### src/zce_pkg.sv
// ----------------------------------------------------------------------------
// zce_pkg: shared types and constants of the zero crossing edge marker
// Holds the configuration record, the control flags that travel with each
// item through the queue, register indexes, opcodes and reset values.
// ----------------------------------------------------------------------------
package zce_pkg;

   // Default geometry limits handed to the top level parameters.
   localparam int MAX_COLUMNS_DEF = 1024;
   localparam int SAMPLE_BITS_DEF = 16;

   // Depth of the queue between the classifier and the datapath.
   localparam int QUEUE_DEPTH = 4;

   // Configuration port geometry.
   localparam int CSR_INDEX_BITS = 2;
   localparam int CSR_DATA_BITS  = 16;

   localparam logic [CSR_INDEX_BITS-1:0] REG_FRAME_COLUMNS = 2'd0;
   localparam logic [CSR_INDEX_BITS-1:0] REG_FRAME_ROWS    = 2'd1;
   localparam logic [CSR_INDEX_BITS-1:0] REG_FG_VALUE      = 2'd2;
   localparam logic [CSR_INDEX_BITS-1:0] REG_BG_VALUE      = 2'd3;

   // Item kinds carried in req_tuser.
   localparam logic OP_PIXEL = 1'b0;
   localparam logic OP_DRAIN = 1'b1;

   // Register reset values.
   localparam logic [10:0] FRAME_COLUMNS_RST = 11'd640;
   localparam logic [15:0] FRAME_ROWS_RST    = 16'd480;
   localparam logic [7:0]  FG_VALUE_RST      = 8'd255;
   localparam logic [7:0]  BG_VALUE_RST      = 8'd0;

   typedef struct packed {
      logic [10:0] frame_columns;
      logic [15:0] frame_rows;
      logic [7:0]  fg_value;
      logic [7:0]  bg_value;
   } cfg_type;

   // Flags decided by the classifier for one queued item.
   typedef struct packed {
      logic drain;     // drain item: no window or line store update
      logic emit;      // item produces a label
      logic interior;  // labeled pixel is off the border
      logic last;      // final label of the frame
   } ctrl_type;

   localparam int CTRL_BITS = $bits(ctrl_type);

   typedef struct packed {
      logic full;
      logic empty;
   } queue_status_type;

endpackage

### src/zce_queue.sv
// ----------------------------------------------------------------------------
// zce_queue: small synchronous queue
// Decouples the classifier from the datapath so either side can stall.
// ----------------------------------------------------------------------------
module zce_queue #(
   parameter int WIDTH = 8,
   parameter int DEPTH = zce_pkg::QUEUE_DEPTH
) (
   input  logic                     clock,
   input  logic                     reset,
   input  logic                     push,
   input  logic [WIDTH-1:0]         push_data,
   input  logic                     pop,
   output logic [WIDTH-1:0]         head_data,
   output zce_pkg::queue_status_type status
);

   localparam int AB = (DEPTH > 1) ? $clog2(DEPTH) : 1;
   localparam int NB = $clog2(DEPTH + 1);

   logic [WIDTH-1:0] slot_ff [DEPTH];
   logic [AB-1:0]    wr_ff, wr_in;
   logic [AB-1:0]    rd_ff, rd_in;
   logic [NB-1:0]    count_ff, count_in;

   always_comb begin
      wr_in    = wr_ff;
      rd_in    = rd_ff;
      count_in = count_ff;
      if (push) begin
         wr_in = (wr_ff == AB'(DEPTH - 1)) ? '0 : wr_ff + AB'(1);
      end
      if (pop) begin
         rd_in = (rd_ff == AB'(DEPTH - 1)) ? '0 : rd_ff + AB'(1);
      end
      if (push && !pop) begin
         count_in = count_ff + NB'(1);
      end else if (pop && !push) begin
         count_in = count_ff - NB'(1);
      end
   end

   always_ff @(posedge clock) begin
      if (reset) begin
         wr_ff    <= '0;
         rd_ff    <= '0;
         count_ff <= '0;
      end else begin
         wr_ff    <= wr_in;
         rd_ff    <= rd_in;
         count_ff <= count_in;
      end
   end

   always_ff @(posedge clock) begin
      if (push) begin
         slot_ff[wr_ff] <= push_data;
      end
   end

   assign head_data    = slot_ff[rd_ff];
   assign status.full  = (count_ff == NB'(DEPTH));
   assign status.empty = (count_ff == '0);

endmodule

### config.mk
export PLATFORM = sky130hd
export DESIGN_NAME = zce_queue
export DESIGN_NICKNAME = d
export VERILOG_FILES = /design/src/zce_pkg.sv /design/src/zce_queue.sv
export SDC_FILE = /design/constraint.sdc
export NUM_CORES = 1
export LEC_CHECK = 0
export BUFFER_PORTS_ARGS = -buffer_cell sky130_fd_sc_hd__buf_2
export CAP_MARGIN = 5
export CORE_MARGIN = 5
export CORE_UTILIZATION = 45
export DETAILED_ROUTE_END_ITERATION = 16
export GPL_ROUTABILITY_DRIVEN = 0
export HOLD_SLACK_MARGIN = 0.03
export REMOVE_ABC_BUFFERS = 1
export SLEW_MARGIN = 20
export SYNTH_ARGS = -nofsm -noshare
export SYNTH_HDL_FRONTEND = slang
export SYNTH_SLANG_ARGS = --single-unit
export TNS_END_PERCENT = 30
### constraint.sdc
create_clock -name clock -period 4.46 [get_ports clock]
set_input_delay 0.892 -clock clock [delete_from_list [all_inputs] [get_ports clock]]
set_output_delay 0.892 -clock clock [all_outputs]
set_load 0.02 [all_outputs]
==> summary.txt <==
CTS Buffer Depth -> 2
Slew Limit Headroom -> 62.4%
peak supply drop -> 247 µV
via/cell ratio -> 4.99
Sink Count -> 41
Unique masters post-synth -> 17
IO Port Bufs -> 21
WL/cell -> 15.8 µm
Hold Crit Class -> reg2reg
area delta synth->final -> 13.9%
Commonest cells post-synth -> edfxtp_1, dfxtp_1, mux4_2
total CTS buffers -> 5
post-DP HPWL -> 1.74 mm
DRC Markers -> 0
switching pwr -> 182 µW
WL final -> 2.51 mm
CP max FO -> 8
Post-Syn Area -> 1600 µm²
Core Region -> 3390 µm²
Data required, critical path -> 3.57 ns
Root Buffer -> clkbuf_4
RSZ-0062 raised after global routing -> no
gr usage total -> 11.7%
grt total ovfl -> 0
post-synthesis register bit count -> 41
first-pass GRT wire length -> 4.20 mm
setup violation total in the final timing report -> 0
post_cts resized -> 0
post-route setup TNS -> 0 ns
Hold-fix buffers, CTS -> 0
drt first pass iters -> 3
# rows -> 21
Seq/Total Area, Yosys -> 71.4%
Chip Width -> 69.6 µm
ANT nets after route -> 0
max-cap violations -> 0
Crit Path Class -> reg2out
combinational group share of total power -> 12.2%
Leakage -> 0.000673 µW
layout cells sized above 1 -> 31.0%
Period minus WS final -> 2.69 ns
area leader, netlist -> edfxtp_1
Initial Utilization -> 47.1%
I/O pin count -> 22
switch share -> 23.5%
Final Util -> 53.7%
Starting DRT DRC Count -> 63
vias in the first global route -> 840
largest net degree at the start of global routing -> 13
Tot Pwr -> 776 µW
Fmax achieved -> 372 MHz
proportion of netlist area held by the largest area contributor -> 60.1%
initial antenna violation count -> 0
layout net count -> 131
Seq pwr share -> 58.1%
Post-CTS Setup Bufs -> 0
crit path launch type -> flop
largest cells by area after synthesis -> edfxtp_1, dfxtp_1, mux4_2
Hold Fails Final Rpt -> 0
DR vias -> 793
Synth Instances -> 86
Worst-Margin Slew -> 0.563 ns
die area -> 4840 µm²
die height -> 69.6 µm
Worst-path clk slew -> 0.11 ns
CP arrival -> 1.79 ns
Setup Skew -> 0.00454 ns
H-tree depth -> 2
latest clock arrival within the worst-skew pair -> 0.34 ns
Slew Limit Fails -> 0
Clk network pwr share -> 29.7%
fin crit share -> 60.2%
ANT cells -> 0
synth warn -> 0
TritonCTS clock tree -> yes
Main synth FF type -> edfxtp_1
number of synthesized flops with an enable pin -> 32
endpoint class of the critical path -> output port
count leader, synth -> edfxtp_1
status -> finished, final reports clean
power per cell area -> 426 nW/µm²
Synth Area per Inst -> 18.6 µm²
asr flop ratio synth -> 0%
Pint -> 594 µW
final cells by class:
class                   instances  area (µm²)
well taps                      46        57.6
inverters                       4        15.0
clock buffers                   6        41.3
multi-input cells              39         425
clock inverters                 2        33.8
repair buffers                 21         105
fillers                       277        1570
flip-flops and latches         41        1140
worst paths after layout:
path	start	end	depth (start not counted)	slack, ns
max	flop	head_data[6]	2	1.77
min	count_ff[2]$_SDFFE_PP0P_	count_ff[2]$_SDFFE_PP0P_	2	0.54
max reg2reg	count_ff[0]$_SDFFE_PP0P_	count_ff[2]$_SDFFE_PP0P_	4	2.99
min reg2reg	count_ff[2]$_SDFFE_PP0P_	count_ff[2]$_SDFFE_PP0P_	2	0.54
per-stage QoR:
step           hold slack [ns]  std cells  cell area (µm²)  setup WS, ns
6_report                 0.540        159             1820          1.77
2_1_floorplan            0.460         84             1580          2.31
4_1_cts                  0.533        159             1820          1.73
3_3_place_gp             0.483        151             1740          2.12
5_1_grt                  0.543        159             1820          1.60
3_5_place_dp             0.515        151             1740          2.10
layout by cell type (no fill, tap or decap), drive strengths merged:
master	instances
inv	4
nor2	7
nor3b	2
bufinv	1
edfxtp	32
and2	4
dfxtp	9
clkinv	1
ha	6
or3	1
o21ai	1
fa	1
mux2i	4
nor3	1
buf	21
mux4	8
xor2	2
a21oi	2
clkbuf	6
registers in the layout, indices dropped and copies added, names as in the netlist, named ones only:
name      cells
slot_ff      32
rd_ff         2
wr_ff         2
count_ff      3
worst max-delay path, cell delays in order, from the launching register on:
cell     delay [ns]
dfxtp_1        0.69
mux4_2         0.58
buf_2          0.18
logic make-up after synthesis:
kind of cell | Yosys count | share of synthesized area, %
flops | 41 | 71.4
simple gates | 15 | 4.85
compound gates | 3 | 0.939
xor+xnor | 2 | 1.10
mux | 12 | 13.8
fa+ha+maj | 7 | 5.95
buf+inv | 6 | 1.96
per-layer routing:
layer / share of wire [%] / global-route usage, %
met3: 5.6 / 5.36
met2: 48 / 17.7
met5: 0 / 0
met1: 44 / 14.4
met4: 2.1 / 5.21
power groups by stage:
stage	combinational, µW	sequential (µW)	clock [µW]
3_5_place_dp	95.8	460	0
4_1_cts	97.2	451	237
5_1_grt	104	454	254
6_report	94.9	451	230
3_3_place_gp	93.1	459	0
2_1_floorplan	65.1	455	0
Power figures use the tool's default switching activity.
