--- src/zce_pkg.sv ---
// ----------------------------------------------------------------------------
// zce_pkg: shared types and constants of the zero crossing edge marker
// Holds the configuration record, the control flags that travel with each
// item through the queue, register indexes, opcodes and reset values.
// ----------------------------------------------------------------------------
package zce_pkg;

   // Default geometry limits handed to the top level parameters.
   localparam int MAX_COLUMNS_DEF = 1024;
   localparam int SAMPLE_BITS_DEF = 16;

   // Depth of the queue between the classifier and the datapath.
   localparam int QUEUE_DEPTH = 4;

   // Configuration port geometry.
   localparam int CSR_INDEX_BITS = 2;
   localparam int CSR_DATA_BITS  = 16;

   localparam logic [CSR_INDEX_BITS-1:0] REG_FRAME_COLUMNS = 2'd0;
   localparam logic [CSR_INDEX_BITS-1:0] REG_FRAME_ROWS    = 2'd1;
   localparam logic [CSR_INDEX_BITS-1:0] REG_FG_VALUE      = 2'd2;
   localparam logic [CSR_INDEX_BITS-1:0] REG_BG_VALUE      = 2'd3;

   // Item kinds carried in req_tuser.
   localparam logic OP_PIXEL = 1'b0;
   localparam logic OP_DRAIN = 1'b1;

   // Register reset values.
   localparam logic [10:0] FRAME_COLUMNS_RST = 11'd640;
   localparam logic [15:0] FRAME_ROWS_RST    = 16'd480;
   localparam logic [7:0]  FG_VALUE_RST      = 8'd255;
   localparam logic [7:0]  BG_VALUE_RST      = 8'd0;

   typedef struct packed {
      logic [10:0] frame_columns;
      logic [15:0] frame_rows;
      logic [7:0]  fg_value;
      logic [7:0]  bg_value;
   } cfg_type;

   // Flags decided by the classifier for one queued item.
   typedef struct packed {
      logic drain;     // drain item: no window or line store update
      logic emit;      // item produces a label
      logic interior;  // labeled pixel is off the border
      logic last;      // final label of the frame
   } ctrl_type;

   localparam int CTRL_BITS = $bits(ctrl_type);

   typedef struct packed {
      logic full;
      logic empty;
   } queue_status_type;

endpackage

--- src/zce_front.sv ---
// ----------------------------------------------------------------------------
// zce_front: item classifier
// Tracks the raster position and the drain count, decides for each accepted
// item whether it yields a label and whether that label lies on the border.
// ----------------------------------------------------------------------------
module zce_front #(
   parameter int MAX_COLUMNS = zce_pkg::MAX_COLUMNS_DEF,
   parameter int SAMPLE_BITS = zce_pkg::SAMPLE_BITS_DEF
) (
   input  logic                   clock,
   input  logic                   reset,
   input  zce_pkg::cfg_type       cfg,
   input  logic                   accept,
   input  logic                   opcode,
   input  logic [SAMPLE_BITS-1:0] sample,
   output logic                   push,
   output logic [zce_pkg::CTRL_BITS+$clog2(MAX_COLUMNS)+SAMPLE_BITS-1:0] push_data
);

   localparam int CB  = $clog2(MAX_COLUMNS);
   localparam int WB  = $clog2(MAX_COLUMNS + 1);
   localparam int EW  = (WB > 11) ? WB : 11;
   localparam int PW  = EW + 1;

   logic [CB-1:0] col_ff, col_in;
   logic [15:0]   row_ff, row_in;
   logic [PW-1:0] pend_ff, pend_in;

   logic [EW-1:0]     eff_w;
   logic [15:0]       eff_h;
   logic [EW-1:0]     c;
   logic [EW-1:0]     c_next;
   logic [16:0]       r_wide;
   logic [15:0]       r;
   logic              end_of_frame;
   zce_pkg::ctrl_type ctrl;

   // Effective geometry: zero acts as one, columns cap at the line store depth.
   always_comb begin
      if (cfg.frame_columns == 11'd0) begin
         eff_w = EW'(1);
      end else if (EW'(cfg.frame_columns) > EW'(MAX_COLUMNS)) begin
         eff_w = EW'(MAX_COLUMNS);
      end else begin
         eff_w = EW'(cfg.frame_columns);
      end
      eff_h = (cfg.frame_rows == 16'd0) ? 16'd1 : cfg.frame_rows;
   end

   always_comb begin
      c      = EW'(col_ff);
      r_wide = {1'b0, row_ff};
      if (c >= eff_w) begin
         c      = '0;
         r_wide = r_wide + 17'd1;
      end
      if (r_wide >= {1'b0, eff_h}) begin
         r_wide = '0;
      end
      r = r_wide[15:0];
      c_next = c + EW'(1);
      end_of_frame = (r == eff_h - 16'd1) && (c == eff_w - EW'(1));

      col_in  = col_ff;
      row_in  = row_ff;
      pend_in = pend_ff;
      push    = 1'b0;
      ctrl    = '0;

      if (accept) begin
         if (opcode == zce_pkg::OP_DRAIN) begin
            if (pend_ff != '0) begin
               push       = 1'b1;
               pend_in    = pend_ff - PW'(1);
               ctrl.drain = 1'b1;
               ctrl.emit  = 1'b1;
               ctrl.last  = (pend_ff == PW'(1));
            end
         end else begin
            push          = 1'b1;
            ctrl.emit     = (r >= 16'd2) || ((r == 16'd1) && (c != '0));
            ctrl.interior = (r >= 16'd2) && (c >= EW'(2));
            if (end_of_frame) begin
               col_in  = '0;
               row_in  = '0;
               pend_in = (eff_h >= 16'd2) ? PW'(eff_w) + PW'(1) : PW'(eff_w);
            end else begin
               pend_in = '0;
               if (c_next >= eff_w) begin
                  col_in = '0;
                  row_in = r + 16'd1;
               end else begin
                  col_in = c_next[CB-1:0];
                  row_in = r;
               end
            end
         end
      end
      push_data = {ctrl, c[CB-1:0], sample};
   end

   always_ff @(posedge clock) begin
      if (reset) begin
         col_ff  <= '0;
         row_ff  <= '0;
         pend_ff <= '0;
      end else begin
         col_ff  <= col_in;
         row_ff  <= row_in;
         pend_ff <= pend_in;
      end
   end

endmodule

--- config.mk ---
export PLATFORM = sky130hd
export DESIGN_NAME = zce_front
export DESIGN_NICKNAME = d
export VERILOG_FILES = /design/src/zce_pkg.sv /design/src/zce_front.sv
export SDC_FILE = /design/constraint.sdc
export NUM_CORES = 1
export LEC_CHECK = 0
export BUFFER_PORTS_ARGS = -buffer_cell sky130_fd_sc_hd__buf_2
export CORE_UTILIZATION = 35
export CTS_CLUSTER_DIAMETER = 50
export CTS_CLUSTER_SIZE = 30
export DETAILED_ROUTE_END_ITERATION = 7
export PLACE_DENSITY = 0.55
export SYNTH_ARGS = -nofsm -noshare
export SYNTH_HDL_FRONTEND = slang
export SYNTH_SLANG_ARGS = --single-unit
--- constraint.sdc ---
create_clock -name clock -period 9.7 [get_ports clock]
set_input_delay 1.94 -clock clock [delete_from_list [all_inputs] [get_ports clock]]
set_output_delay 1.94 -clock clock [all_outputs]
set_load 0.02 [all_outputs]
==> results of run 1 <==
flip-flops by register name (all words and copies together) (netlist names):
signal	cells
row_ff	16
pend_ff	12
col_ff	10
Yosys cell counts, drive strengths merged (9+ instances only):
| master | instances |
|---|---|
| nand2 | 72 |
| inv | 64 |
| xnor2 | 54 |
| nor2 | 52 |
| ha | 50 |
| dfxtp | 38 |
| nand3 | 36 |
| nor3 | 35 |
| buf | 32 |
| clkbuf | 30 |
| a21oi | 29 |
| nand4 | 22 |
| o21ai | 21 |
| nor4 | 19 |
| a32o | 17 |
| and3 | 15 |
| or4 | 15 |
| xor2 | 13 |
| o2111ai | 12 |
| nand2b | 11 |
| o211ai | 10 |
| o31ai | 10 |
| a211oi | 9 |
| a22o | 9 |
| a31oi | 9 |
| nor2b | 9 |
| or3 | 9 |
path summary, 6_finish.rpt:
kind          startpoint             to  cells after the start
max              cfg[42]  push_data[27]                     20
min          pend_ff[11]    pend_ff[11]                      1
max reg2reg    col_ff[6]     row_ff[11]                     18
min reg2reg  pend_ff[11]    pend_ff[11]                      1
through the flow:
stage / power (uW) / cells / util [%]
floorplan: 320 / 791 / -
global placement: 358 / 1002 / 37.8
detailed placement: 358 / 1002 / 37.8
CTS: 531 / 1010 / 38.7
global route: 560 / 1010 / 38.7
finish: 528 / 1010 / 38.7
power groups by stage:
stage                     clock [uW]  sequential (uW)  combinational, uW
after global placement             0              177                180
after global routing             182              175                203
after CTS                        176              174                181
after floorplan                    0              174                146
final                            171              174                183
after detailed placement           0              177                181
worst max-delay path: stages:
cell	delay (ns)
buf_2	0.22
inv_1	0.36
nand2_1	0.24
ha_1	0.41
nand4b_4	0.27
a21oi_1	0.44
o41ai_4	0.12
buf_4	0.19
xnor2_1	0.34
inv_1	0.18
ha_1	0.34
nand3_1	0.07
a21boi_0	0.09
o31ai_1	0.30
a21oi_1	0.17
nor3_1	0.53
ha_1	0.25
a21oi_1	0.06
a311oi_1	0.30
buf_2	0.22
metal layers:
metal  vias up  GRT usage, %  routed length [um]
met5         -             0                   0
met3        26          2.47                 729
met4         0          6.98                 397
met2       148          32.2                7670
met1      2770          29.2                8880
li1       2937             -                   -
logic make-up (layout without fill, tap and decap cells):
| logic type | Yosys count | count (layout) | share of synthesized area [%] |
|---|---|---|---|
| simple gates | 325 | 325 | 30.4 |
| compound gates | 180 | 180 | 24.8 |
| buf+inv | 127 | 130 | 10.2 |
| xor+xnor | 68 | 68 | 10.4 |
| fa+ha+maj | 50 | 50 | 10.7 |
| flops | 38 | 38 | 13.0 |
| mux | 3 | 3 | 0.534 |
cell type report:
class / instances / area [um2]
tap: 216 / 270
multi-input combinational: 626 / 4500
timing repair buffer: 57 / 315
inverter: 65 / 244
clock inverter: 1 / 5.00
sequential: 38 / 761
fill: 1753 / 9880
clock buffer: 7 / 143
==> reports/metrics.cfg, run 1 <==
[yosys]
ys_types = 92
synth_top_cell_by_area = dfxtp_1
async_reset_ff_share_pct = 0
syn_avg_cell_area_um2 = 7.40
synth_warnings = 0
synth_top_area_share_pct = 13.0
synth_seq_area_share_pct = 13.0
synth_cells = 791
synth_nets = 904
syn_area_um2 = 5850
synth_flop_cell = dfxtp_1
ys_ff_latch = 38
synthTopCellsByArea = dfxtp_1, ha_1, xnor2_1, nand2_1, inv_1
synth_edf_count = 0

[clock_tree]
cts_setup_buffers = 0
path_clk_slew_ns = 0.06
clk_latency_ns = 0.29
holdBufCountCts = 0
cts_tree = done
cts_sinks = 38
cts_root_buf = clkbuf_16
htreeDepth = 2
cts_resized = 0
max-clock-path-buffers = 2
cts_made_buffers = 5

[sta]
slew_viol_final = 0
finalSetupViolCount = 0
fmax_ghz = 0.111
hold_viol_final = 0
holdWs_ns = 0.499
skew_ns = 0.00471
worst_pin_slew_ns = 0.812
layout_setup_ws_ns = 0.712
layout_min_cycle_time_ns = 8.99
rsz0062_at_grt = false
slew_headroom_pct = 45.6
tns_ns = 0
finalCritPeriodShare_pct = 92.7

[power_and_ir_drop]
sw_frac_of_total_pct = 36.9
power_frac_seq_pct = 32.9
p_comb_share_pct = 34.6
switching_power_uw = 194
power_leakage_uw = 0.00252
p_int_uw = 333
clkPwrFrac_pct = 32.4
ir_drop_v = 0.0000657
power_per_cell_area_nw_per_um2 = 84.6

[global_routing]
antenna_found_initial = 0
gr-usage-all-layers_pct = 20.7
overflow = 0
grt_max_degree = 28
grt_pass1_wl_um = 28900
first_global_vias = 5589

[cells_and_area]
drive_gt1_share_pct = 12.6
diodes = 0
areaGrowthSynthToFinish_pct = 6.58
final_net_count = 906
final_cell_mix = nand2_1, inv_1, xnor2_1, nor2_1, ha_1
fin_area_um2 = 6240
final_common_cell = nand2_1

[detailed_routing]
wire_per_inst_um = 17.5
ant_nets = 0
post-route-drc-count = 0
routed_wl_um = 17700
first_iter_violations = 364
vias = 5881
first_pass_iters = 5
avgViaCountPerCell = 5.82

[floorplanning]
rows = 46
initial_core_util_pct = 36.3
core_area_um2 = 16100
die_x_um = 131
die_y_um = 131
io_pins = 94
die_area_um2 = 17200

[critical_path]
startpoint_type = primary input
critPathRequiredTime_ns = 7.76
cp.arrival_ns = 7.05
r2r_setup_slack_ns = 3.97
cp_max_fo = 20
crit_type = in2out
critPathCaptureType = output pin

[place]
portBuffers = 45
post-place-ws_ns = 0.714
globalplace.congestion = 0.878
dpl_cell_area_um2 = 6090
dp_hpwl_um = 14100

[flow_run]
max_cap_viol_count = 0

[min_path]
hold_class = reg2reg

[outcome]
status = completed

(Power assumes the default switching activity.)
==> inputs of run 2 (changes only) <==
--- a/config.mk
+++ b/config.mk
@@ -6,6 +6,8 @@
 export NUM_CORES = 1
 export LEC_CHECK = 0
 export BUFFER_PORTS_ARGS = -buffer_cell sky130_fd_sc_hd__buf_2
+export CORE_ASPECT_RATIO = 1.25
+export CORE_MARGIN = 4
 export CORE_UTILIZATION = 35
 export CTS_CLUSTER_DIAMETER = 50
 export CTS_CLUSTER_SIZE = 30
==> constraint.sdc (replaced) <==
create_clock -name clock -period 9.7 [get_ports clock]
set_input_delay 1.94 -clock clock [delete_from_list [all_inputs] [get_ports clock]]
set_output_delay 1.94 -clock clock [all_outputs]
set_load 0.01 [all_outputs]
==> reports/metrics.cfg, run 2 (same netlist as run 1, synthesis figures left out) <==
[outcome]
status = completed

[detailed_routing]
avgViaCountPerCell = 5.79
first_pass_iters = 5
ant_nets = 0
first_iter_violations = 396
vias = 5913
wire_per_inst_um = 18.3
routed_wl_um = 18700
post-route-drc-count = 0

[critical_path]
critPathRequiredTime_ns = 7.76
critPathCaptureType = output pin
crit_type = in2out
cp.arrival_ns = 7.19
cp_max_fo = 8
startpoint_type = primary input

[sta]
layout_min_cycle_time_ns = 9.13
finalCritPeriodShare_pct = 94.1
tns_ns = 0
skew_ns = 0.00520
fmax_ghz = 0.110
worst_pin_slew_ns = 0.692
finalSetupViolCount = 0
holdWs_ns = 0.492
rsz0062_at_grt = false
hold_viol_final = 0
slew_headroom_pct = 53.4
slew_viol_final = 0

[clock_tree]
cts_root_buf = clkbuf_16
path_clk_slew_ns = 0.06
htreeDepth = 2
max-clock-path-buffers = 2
cts_made_buffers = 5
cts_tree = done
cts_sinks = 38
clk_latency_ns = 0.30

[floorplanning]
die_x_um = 124
io_pins = 94
die_y_um = 153
die_area_um2 = 18900
rows = 52
initial_core_util_pct = 35.8
core_area_um2 = 16300

[power_and_ir_drop]
ir_drop_v = 0.0000574
finalPower_uw = 586
power_leakage_uw = 0.00260
power_per_cell_area_nw_per_um2 = 91.8

[cells_and_area]
reg_top3 = row_ff (16), pend_ff (12), col_ff (10)
areaGrowthSynthToFinish_pct = 9.13
seq_area_um2 = 761
final_common_cell = nand2_1
final_cell_mix = nand2_1, inv_1, xnor2_1, nor2_1, ha_1
multi_input_area_um2 = 4500
largest-register = row_ff
fillers = 1740
drive_gt1_share_pct = 14.0
final_net_count = 918
diodes = 0
largest_reg_flops = 16

[place]
portBuffers = 45
dp_hpwl_um = 14600
globalplace.congestion = 0.877

[min_path]
hold_class = reg2reg

[global_routing]
overflow = 0
grt_pass1_wl_um = 29800
antenna_found_initial = 0
first_global_vias = 5540
gr-usage-all-layers_pct = 19.7
grt_max_degree = 28

[flow_run]
max_cap_viol_count = 0

[run 2: cell types whose count changed in the layout (fill, tap and decap cells not counted), sizes merged]
cell / delta
buf: +12
bufinv: +2
clkbuf: -2
[run 2: power breakdown]
| part | internal (uW) | switching (uW) | total (uW) |
|---|---|---|---|
| clock | 148 | 79.0 | 227 |
| combinational | 71.1 | 114 | 185 |
| sequential | 164 | 9.72 | 174 |
[run 2: per-layer routing]
layer,GRT usage (%),up-vias,wire (um)
li1,-,2958,-
met4,6.54,0,554
met5,0,-,0
met3,2.45,32,779
met1,25.6,2781,8280
met2,33.2,142,9120
[run 2: cell type report]
type / instances / area share [%]
Inverter: 65 / 3.82
Tap cell: 216 / 4.23
Clock inverter: 3 / 1.08
Sequential cell: 38 / 11.9
Clock buffer: 5 / 1.96
Timing Repair Buffer: 69 / 6.54
Multi-Input combinational cell: 626 / 70.5
[run 2: worst max-delay path, stage by stage]
cell	delay [ns]
buf_2	0.15
nor4_1	0.45
a31oi_1	0.16
nor2_1	0.35
ha_1	0.31
a41oi_1	0.30
nor3_2	0.12
o41ai_4	0.54
nor2_1	0.20
xnor2_1	0.31
inv_1	0.14
ha_1	0.33
nand4_1	0.12
nor3_1	0.26
o31ai_1	0.13
a21oi_1	0.30
nor2_1	0.17
nand2_1	0.12
ha_1	0.14
a21oi_1	0.07
a311oi_1	0.36
buf_2	0.20
[run 2: what timing repair did]
| item | CTS | global route |
|---|---|---|
| setup endpoints to repair | 0 | 2 |
| resized for setup | 0 | 0 |
| hold buffers | 0 | 0 |
| buffers inserted | 0 | 4 |
[run 2: path summary, 6_finish.rpt]
path / from / endpoint / slack (ns) / cells past startpoint
worst max-delay path: cfg[41] / push_data[27] / 0.57 / 22
worst min-delay path: pend_ff[11] / pend_ff[11] / 0.49 / 1
worst min register to register: pend_ff[11] / pend_ff[11] / 0.49 / 1
worst max register to register: col_ff[6] / row_ff[11] / 3.89 / 19
[run 2: metrics by stage]
stage,cells,utilization [%],worst slack [ns],cell area [um2]
global route,1022,39.1,0.103,6390
detailed placement,1010,37.7,0.375,6150
finish,1022,39.1,0.572,6390
floorplan,791,-,1.40,5850
CTS,1018,38.9,0.380,6340
global placement,1010,37.7,0.464,6150
==> inputs of run 3 (changes only) <==
--- a/config.mk
+++ b/config.mk
@@ -6,13 +6,14 @@
 export NUM_CORES = 1
 export LEC_CHECK = 0
 export BUFFER_PORTS_ARGS = -buffer_cell sky130_fd_sc_hd__buf_2
-export CORE_ASPECT_RATIO = 1.25
+export CELL_PAD_IN_SITES_DETAIL_PLACEMENT = 1
+export CELL_PAD_IN_SITES_GLOBAL_PLACEMENT = 2
 export CORE_MARGIN = 4
-export CORE_UTILIZATION = 35
+export CORE_UTILIZATION = 33
 export CTS_CLUSTER_DIAMETER = 50
 export CTS_CLUSTER_SIZE = 30
 export DETAILED_ROUTE_END_ITERATION = 7
-export PLACE_DENSITY = 0.55
+export PLACE_DENSITY = 0.82
 export SYNTH_ARGS = -nofsm -noshare
 export SYNTH_HDL_FRONTEND = slang
 export SYNTH_SLANG_ARGS = --single-unit
==> reports/metrics.cfg, run 3 (same netlist as run 1, synthesis figures left out) <==
[sta]
holdWs_ns = 0.515
layout_min_cycle_time_ns = 8.96
finalCritPeriodShare_pct = 92.3
tns_ns = 0
slew_viol_final = 0
layout_setup_ws_ns = 0.743
worst_pin_slew_ns = 0.853
rsz0062_at_grt = false
slew_headroom_pct = 42.9
skew_ns = 0.0151
fmax_ghz = 0.112
finalSetupViolCount = 0
hold_viol_final = 0

[min_path]
min_to = pend_ff[11]
min_from = pend_ff[11]
holdPathStages = 1
hold_class = reg2reg

[floorplanning]
die_y_um = 141
die_area_um2 = 19900
initial_core_util_pct = 33.7
core_area_um2 = 17400
die_x_um = 141
rows = 48
io_pins = 94

[global_routing]
overflow = 0
antenna_found_initial = 0
grt_max_degree = 28
first_global_vias = 6036
grt_pass1_wl_um = 33100
gr-usage-all-layers_pct = 20.3

[clock_tree]
cts_root_buf = clkbuf_16
holdBufCountCts = 0
htreeDepth = 2
clk_latency_ns = 0.31
cts_sinks = 38
max-clock-path-buffers = 2
cts_resized = 0
path_clk_slew_ns = 0.06
cts_tree = done
cts_made_buffers = 5

[detailed_routing]
vias = 6078
post-route-drc-count = 0
avgViaCountPerCell = 5.94
ant_nets = 0
wire_per_inst_um = 19.7
routed_wl_um = 20200
first_iter_violations = 388
first_pass_iters = 5

[critical_path]
path_depth = 23
r2r-end = row_ff[11]
crit_chain = buf_2 > nor4_1 > a31oi_1 > nor2_1 > ha_1 > a41oi_1 > nor3_2 > o41ai_4 > nor2_1 > xnor2_1 > inv_1 > ha_1 > nand4_1 > nor3_1 > o31ai_1 > a21oi_1 > nor2_1 > nand2_1 > inv_1 > ha_1 > a31oi_1 > a21oi_1 > buf_2
r2r_setup_slack_ns = 3.81
startpoint_type = primary input
cpMaxStageDelayCell = o41ai_4
crit_type = in2out
path_delay_family = simple AND/OR/NAND/NOR gates
slowest_delay_ns = 0.54
critPathCaptureType = output pin
cp.arrival_ns = 7.02
r2r_cells = 19
cp_max_fo = 8
reg2reg_from = col_ff[6]
critPathRequiredTime_ns = 7.76
critPathBufInv = 4

[power_and_ir_drop]
clkPwrFrac_pct = 38.4
power_per_cell_area_nw_per_um2 = 92.4
p_comb_share_pct = 31.8
ir_drop_v = 0.0000627
p_int_uw = 380
power_leakage_uw = 0.00256
power_frac_seq_pct = 29.7
switching_power_uw = 205
sw_frac_of_total_pct = 35.0

[cells_and_area]
largest_reg_flops = 16
areaGrowthSynthToFinish_pct = 8.21
multi_input_area_um2 = 4500
final_net_count = 911
final_common_cell = nand2_1
diodes = 0
drive_gt1_share_pct = 13.3
fillers = 2155
fin_area_um2 = 6330
final_cells = 1024
largest-register = row_ff
final_cell_mix = nand2_1, inv_1, xnor2_1, nor2_1, ha_1
seq_area_um2 = 761
reg_top3 = row_ff (16), pend_ff (12), col_ff (10)

[place]
dp_hpwl_um = 16000
post-place-ws_ns = 0.550
globalplace.congestion = 0.902
portBuffers = 45
dp_cells = 1014
dpl_cell_area_um2 = 6120

[outcome]
status = completed

[flow_run]
max_cap_viol_count = 0

run 3: worst register-to-register path, delay by kind of cell, from the launching register on:
kind            cells  cell delay, ns
compound gates      6            1.64
buf+inv             2            0.33
fa+ha+maj           2            0.69
xor+xnor            1            0.38
simple gates        8            2.18
flops               1            0.60
run 3: routing by layer:
| metal | share of wire, % | track usage, % | wire length (um) | vias to the layer above |
|---|---|---|---|---|
| met5 | 0 | 0 | 0 | - |
| met4 | 0.99 | 3.82 | 199 | 0 |
| met3 | 4.1 | 2.58 | 822 | 14 |
| met2 | 46 | 32.5 | 9170 | 111 |
| met1 | 49 | 29.5 | 9960 | 3010 |
| li1 | - | - | - | 2943 |
run 3: power groups by stage:
stage	combinational (uW)	sequential (uW)	clock, uW
after global routing	211	176	235
final	186	174	225
after detailed placement	185	178	0
after floorplan	141	174	0
after global placement	182	177	0
after CTS	186	174	230
run 3: how the worst max path moves through the flow:
stage | start | end | slack (ns)
2_1_floorplan | cfg[38] | push_data[27] | 1.40
3_3_place_gp | cfg[41] | push_data[28] | 0.57
3_5_place_dp | cfg[41] | push_data[28] | 0.55
4_1_cts | cfg[41] | push_data[28] | 0.52
5_1_grt | cfg[41] | push_data[27] | 0.23
6_report | cfg[41] | push_data[28] | 0.74
run 3: layout make-up:
class	instances	share of cell area, %
multi-input cells	626	71.1
flip-flops and latches	38	12.0
repair buffers	62	5.57
well taps	225	4.44
inverters	65	3.85
clock buffers	5	1.98
clock inverters	3	1.09
run 3: timing repair:
item                                    4_1_cts  5_1_grt
setup buffers                                 0        2
endpoints found under the hold margin         0        0
endpoints found under the setup margin        0        2
run 3: stage by stage:
step	power (uW)	utilization, %
after floorplan	315	-
after global placement	359	35.3
after detailed placement	362	35.3
after CTS	589	36.4
after global routing	622	36.5
final	585	36.5
